===== src/dcb_pkg.sv =====
// Package for the multichannel DC blocking filter.
// Sample widths, register indexes, format codes and reset values.
// No dependencies.
`default_nettype none

package dcb_pkg;

	localparam int MAX_CHANNELS = 4;
	localparam int CH_W         = $clog2(MAX_CHANNELS);
	localparam int SAMPLE_W     = 32;
	localparam int CFG_IDX_W    = 3;
	localparam int FMT_W        = 2;
	localparam int CNT_W        = 3;

	localparam logic [CFG_IDX_W-1:0] REG_FORMAT   = 3'd0;
	localparam logic [CFG_IDX_W-1:0] REG_CH_COUNT = 3'd1;
	localparam logic [CFG_IDX_W-1:0] REG_COEFF_0  = 3'd2;
	localparam logic [CFG_IDX_W-1:0] REG_COEFF_1  = 3'd3;
	localparam logic [CFG_IDX_W-1:0] REG_COEFF_2  = 3'd4;
	localparam logic [CFG_IDX_W-1:0] REG_COEFF_3  = 3'd5;

	localparam logic [FMT_W-1:0] FMT_16 = 2'd0;
	localparam logic [FMT_W-1:0] FMT_24 = 2'd1;
	localparam logic [FMT_W-1:0] FMT_32 = 2'd2;

	localparam logic [CNT_W-1:0] CH_COUNT_RESET = 3'd2;
	localparam logic signed [SAMPLE_W-1:0] COEFF_RESET = 32'sd1052266987;

	typedef logic signed [SAMPLE_W-1:0] sample_t;

endpackage

`default_nettype wire


===== src/multichannel_dc_blocking_filter_top.sv =====
// Multichannel DC blocking filter, y = x - x_prev + R * y_prev per channel.
// Input register, one-pass filter datapath, output register.
// Depends on dcb_pkg.
//
//  channel   | dir | handshake                     | payload
//  ----------+-----+-------------------------------+---------------------------
//  s_axis    | in  | s_axis_tvalid / s_axis_tready | tdata[31:0] = sample_in
//  m_axis    | out | m_axis_tvalid / m_axis_tready | tdata[31:0] = sample_out
//  cfg       | in  | cfg_valid / cfg_ready         | cfg_index, cfg_data
//
// One sample per cycle sustained while the output is not stalled. The 32x32
// multiply, add and saturate of one sample sit in a single stage, so a
// channel's y_prev is ready for its next sample.
// Reset restores configuration and clears all channel history; cfg_ready stays high.
// A stalled output holds the input register, which then drops s_axis_tready.
`default_nettype none

module multichannel_dc_blocking_filter_top
	import dcb_pkg::*;
(
	input  wire logic                 clk,
	input  wire logic                 arst_n,
	input  wire logic                 s_axis_tvalid,
	output logic                      s_axis_tready,
	input  wire logic [SAMPLE_W-1:0]  s_axis_tdata,   // [31:0] sample_in
	output logic                      m_axis_tvalid,
	input  wire logic                 m_axis_tready,
	output logic [SAMPLE_W-1:0]       m_axis_tdata,   // [31:0] sample_out
	input  wire logic                 cfg_valid,
	output logic                      cfg_ready,
	input  wire logic [CFG_IDX_W-1:0] cfg_index,
	input  wire logic [SAMPLE_W-1:0]  cfg_data
);

	logic [FMT_W-1:0] fmt_q;
	logic [CNT_W-1:0] ch_count_q;
	sample_t          coeff_q [MAX_CHANNELS];
	sample_t          prev_in_q [MAX_CHANNELS];
	sample_t          prev_out_q [MAX_CHANNELS];
	logic [CH_W-1:0]  ch_idx_q;

	logic             valid_s1;
	sample_t          sample_s1;
	logic             out_valid_q;
	logic [SAMPLE_W-1:0] out_data_q;

	logic             adv;
	logic             cfg_wr;
	logic [CNT_W-1:0] nch;
	logic [CH_W-1:0]  ch;
	logic [CNT_W-1:0] ch_inc;
	logic [CH_W-1:0]  ch_next;

	sample_t                x;
	logic signed [63:0]     prod;
	logic signed [35:0]     prod_rnd;
	logic signed [35:0]     sum;
	sample_t                y;
	logic signed [17:0]     r16_a;
	logic signed [16:0]     r16_b;
	logic signed [15:0]     r16;
	logic signed [25:0]     r24_a;
	logic signed [24:0]     r24_b;
	logic signed [23:0]     r24;
	logic [SAMPLE_W-1:0]    res;

	assign cfg_ready     = 1'b1;
	assign cfg_wr        = cfg_valid & cfg_ready;
	assign adv           = valid_s1 & (~out_valid_q | m_axis_tready);
	assign s_axis_tready = ~valid_s1 | adv;
	assign m_axis_tvalid = out_valid_q;
	assign m_axis_tdata  = out_data_q;

	// channel selection
	always_comb begin
		if (ch_count_q == '0)
			nch = CNT_W'(1);
		else if (ch_count_q > CNT_W'(MAX_CHANNELS))
			nch = CNT_W'(MAX_CHANNELS);
		else
			nch = ch_count_q;
		ch      = ({1'b0, ch_idx_q} >= nch) ? '0 : ch_idx_q;
		ch_inc  = {1'b0, ch} + CNT_W'(1);
		ch_next = (ch_inc >= nch) ? '0 : ch_inc[CH_W-1:0];
	end

	// filter datapath
	always_comb begin
		case (fmt_q)
			FMT_16:  x = {sample_s1[15:0], 16'h0000};
			FMT_24:  x = {sample_s1[23:0], 8'h00};
			default: x = sample_s1;
		endcase

		prod     = coeff_q[ch] * prev_out_q[ch];
		prod_rnd = {prod[63], prod[63:29]} + 36'sd1;
		sum      = 36'(x) - 36'(prev_in_q[ch]) + {prod_rnd[35], prod_rnd[35:1]};
		if (sum[35:31] != {5{sum[31]}})
			y = sum[35] ? 32'sh8000_0000 : 32'sh7fff_ffff;
		else
			y = sum[31:0];

		r16_a = {y[31], y[31:15]} + 18'sd1;
		r16_b = r16_a[17:1];
		if (r16_b[16] != r16_b[15])
			r16 = r16_b[16] ? 16'sh8000 : 16'sh7fff;
		else
			r16 = r16_b[15:0];

		r24_a = {y[31], y[31:7]} + 26'sd1;
		r24_b = r24_a[25:1];
		if (r24_b[24] != r24_b[23])
			r24 = r24_b[24] ? 24'sh80_0000 : 24'sh7f_ffff;
		else
			r24 = r24_b[23:0];

		case (fmt_q)
			FMT_16:  res = 32'(r16);
			FMT_24:  res = 32'(r24);
			default: res = y;
		endcase
	end

	always_ff @(posedge clk or negedge arst_n) begin
		if (!arst_n) begin
			valid_s1    <= 1'b0;
			out_valid_q <= 1'b0;
		end else begin
			if (s_axis_tready)
				valid_s1 <= s_axis_tvalid;
			if (adv)
				out_valid_q <= 1'b1;
			else if (m_axis_tready)
				out_valid_q <= 1'b0;
		end
	end

	always_ff @(posedge clk) begin
		if (s_axis_tready & s_axis_tvalid)
			sample_s1 <= s_axis_tdata;
		if (adv)
			out_data_q <= res;
	end

	// channel state and configuration
	always_ff @(posedge clk or negedge arst_n) begin
		if (!arst_n) begin
			fmt_q      <= FMT_32;
			ch_count_q <= CH_COUNT_RESET;
			ch_idx_q   <= '0;
			for (int i = 0; i < MAX_CHANNELS; i++) begin
				coeff_q[i]    <= COEFF_RESET;
				prev_in_q[i]  <= '0;
				prev_out_q[i] <= '0;
			end
		end else begin
			if (adv) begin
				prev_in_q[ch]  <= x;
				prev_out_q[ch] <= y;
				ch_idx_q       <= ch_next;
			end
			if (cfg_wr) begin
				case (cfg_index)
					REG_FORMAT:   fmt_q <= cfg_data[FMT_W-1:0];
					REG_CH_COUNT: begin
						ch_count_q <= cfg_data[CNT_W-1:0];
						ch_idx_q   <= '0;
					end
					REG_COEFF_0:  coeff_q[0] <= cfg_data;
					REG_COEFF_1:  coeff_q[1] <= cfg_data;
					REG_COEFF_2:  coeff_q[2] <= cfg_data;
					REG_COEFF_3:  coeff_q[3] <= cfg_data;
					default:      ;
				endcase
			end
		end
	end

endmodule

`default_nettype wire


===== config.mk =====
export PLATFORM = sky130hd
export DESIGN_NAME = multichannel_dc_blocking_filter_top
export DESIGN_NICKNAME = d
export VERILOG_FILES = /design/src/dcb_pkg.sv /design/src/multichannel_dc_blocking_filter_top.sv
export SDC_FILE = /design/constraint.sdc
export NUM_CORES = 2
export LEC_CHECK = 0
export BUFFER_PORTS_ARGS = -buffer_cell sky130_fd_sc_hd__buf_2
export CORE_MARGIN = 10
export CORE_UTILIZATION = 34
export DETAILED_ROUTE_END_ITERATION = 8
export PLACE_DENSITY_LB_ADDON = 0.08
export SETUP_SLACK_MARGIN = 0.05
export SLEW_MARGIN = 25
export SYNTH_ARGS = -nofsm -noshare
export SYNTH_HDL_FRONTEND = slang
export SYNTH_SLANG_ARGS = --single-unit
export TNS_END_PERCENT = 1

===== constraint.sdc =====
create_clock -name clk -period 24.8 [get_ports clk]
set_input_delay 4.96 -clock clk [delete_from_list [all_inputs] [get_ports clk]]
set_output_delay 4.96 -clock clk [all_outputs]
set_load 0.02 [all_outputs]

==> impl_metrics.csv <==
group,metric,value,unit
run_status,run_status,"finished clean",
logic_synthesis,synth_flop_cell,"dfrtp_1",
clock_tree,cts_resized,0,
global_routing,grt_start_max_net_pins,118,
logic_synthesis,synth_top_family_by_area,"adder cells",
routing,drt_wl_total,230,mm
timing,fin_setup_tns,0,ps
global_routing,grt_usage,23.5,%
die,fp-row-count,155,
cells_and_area,fin_util,37.3,%
critical_path,critPathKind,"flip-flop to flip-flop",
logic_synthesis,synth_fa_ha_area_share,41.5,%
die,start_util,34.1,%
critical_path,startpoint_type,"flip-flop",
timing,fin_skew,61.7,ps
timing,setup_violations,0,
global_routing,grt_pass1_wl,345,mm
critical_path,regToRegStartpoint,"ch_idx_q[1]",
min_path,worstHoldStart,"prev_in_q[15]",
logic_synthesis,netlist_instances,6596,
critical_path,required,25230,ps
routing,dr.pass1.iters,8,
timing,min_period,21290,ps
cells_and_area,final_common_cell,"nand2_1",
min_path,holdCritPathClass,"flip-flop to flip-flop",
clock_tree,clockBufferDepth,3,
critical_path,slowest_delay,970,ps
logic_synthesis,ys_warn_count,0,
critical_path,critPathCaptureType,"flip-flop",
die,io_pins,107,
placement,placed_cells,8863,
cells_and_area,final_cell_mix,"nand2_1, fa_1, inv_1",
timing,relSlewSlack,21.8,%
routing,wire_per_inst,25.6,microns
critical_path,crit_path_max_fanout,58,
critical_path,crit_top_cell,"fa_1",
cells_and_area,nets,7983,
timing,rsz0062_at_grt,"no",
critical_path,arrival,21720,ps
global_routing,grt_antenna_before_repair,7,
logic_synthesis,yosys.area_share.simple,13.9,%
clock_tree,cts_root_buf,"clkbuf_16",
cells_and_area,stdcell_count,8970,
logic_synthesis,syn-num-nets,8016,
logic_synthesis,synthXorXnorAreaFrac,2.06,%
logic_synthesis,synth_area,60800,sq um
routing,ant_nets,0,
placement,dpl-instance-area,64700,sq um
timing,clock.fmax,47.0,MHz
logic_synthesis,ys_seq_elements,457,
clock_tree,clk_latency,680,ps
logic_synthesis,postSynth.asyncResetShare,86.0,%
timing,post-route-period-util,85.8,%
logic_synthesis,postSynthAreaPerCell,9.22,sq um
routing,drc,0,
die,die_w,443,microns
die,dieHeight,443,microns
logic_synthesis,yosysUniqueCellTypes,89,
timing,slew_viol_final,0,
clock_tree,htreeDepth,2,
die,die_area,196000,sq um
routing,drt-initial-drc-count,3088,
cells_and_area,drive_gt1_share,9.96,%
flow_run,cap_violations,0,
critical_path,cp-startpoint,"ch_idx_q[1]",
cells_and_area,syn_to_final_growth,9.35,%
global_routing,grt_pass1_vias,49762,
logic_synthesis,yosysSeqAreaShare,19.5,%
die,core,178000,sq um
critical_path,cpMaxStageDelayCell,"dfrtp_4",
placement,gp_congestion,0.905,
logic_synthesis,muxShareOfSynthArea,6.05,%
placement,hpwl,181,mm
timing,hold_viol,0,
cells_and_area,fillers,18255,
cells_and_area,final_area,66500,sq um
clock_tree,cts_tree,"done",
clock_tree,clkSinkCount,457,
placement,portBuffers,105,
clock_tree,cts_setup_buffers,0,
clock_tree,path_clk_slew,60,ps
routing,vias,45942,
clock_tree,cts_hold_buf,0,
logic_synthesis,synth_compound_area_share,8.41,%
logic_synthesis,synth_edf_count,64,
global_routing,grt-ovfl-total,0,
routing,via_per_inst,5.12,
timing,worst_slew_pin_slew,1170,ps
clock_tree,cts_buffers,53,
[path summary, 6_finish.rpt]
kind,slack (ps),depth (start not counted),end
worst max-delay path,3510,59,m_axis_tdata[20]
worst min-delay path,470,2,prev_in_q[15]
worst max register to register,3510,59,m_axis_tdata[20]
worst min register to register,470,2,prev_in_q[15]
max in group asynchronous,17340,4,coeff_q[42]
min in group asynchronous,4380,1,prev_in_q[76]
[cells by family after synthesis]
family	count (synthesis)
AOI/OAI and AO/OA	864
xor gates and xnor gates	143
adders and majority gates	1348
buffers and inverters	1385
DFF	457
muxes	349
other	1
and+or+nand+nor	2049
[synth_stat cells (46+ instances only)]
master / n / area [sq um]
a21oi_1: 207 / 1040
clkbuf_1: 295 / 1110
dfrtp_1: 319 / 7980
dfstp_2: 74 / 1940
edfxtp_1: 64 / 1920
fa_1: 1116 / 22300
ha_1: 232 / 2900
inv_1: 1042 / 3910
mux2_2: 150 / 1690
mux2i_1: 199 / 1990
nand2_1: 1135 / 4260
nand3_1: 49 / 245
nor2_1: 629 / 2360
o21ai_0: 392 / 1960
xnor2_1: 97 / 850
xor2_1: 46 / 403
[final cells by class]
type / instances / area [sq um] / area share [%]
Antenna cell: 7 / 17.5 / 0.0263
Clock buffer: 74 / 1470 / 2.20
Clock inverter: 26 / 338 / 0.508
Inverter: 1047 / 3940 / 5.92
Multi-Input combinational cell: 4754 / 44200 / 66.5
Sequential cell: 457 / 11900 / 17.8
Tap cell: 2355 / 2950 / 4.43
Timing Repair Buffer: 250 / 1720 / 2.59
[metrics by stage]
stage | setup WS, ps | hold WS [ps]
floorplan | 7510 | 442
detailed placement | 3760 | 462
CTS | 3640 | 475
finish | 3510 | 472
global placement | 3360 | 454
global route | 2400 | 500
[sequential cells by signal, summed over array words and instances, names as in the netlist]
signal / count
ch_count_q: 3
coeff_q: 128
prev_out_q: 128
sample_s1: 32
valid_s1: 1
m_axis_tvalid: 1
ch_idx_q: 2
prev_in_q: 128
fmt_q: 2
m_axis_tdata: 32
[routing by layer]
metal	share of wire (%)	vias up	GRT usage [%]
li1	-	20544	-
met2	49	1101	40.2
met4	3.9	0	7.59
met5	0	-	0
met3	4.5	283	3.03
met1	43	24014	30.7
[worst max-delay path: cells and delay by family (launching register included)]
kind                     cells  cell delay (ps)
adder cells (fa/ha/maj)     14             6940
AO/OA/AOI/OAI               14             5030
AND/OR/NAND/NOR             15             4910
buffers and inverters       12             2270
flip-flops                   1              970
XOR/XNOR                     4              760
Power is left out: the tool's default activity adds up to more than one toggle a clock period on the data nets, which glitch-free logic cannot reach.
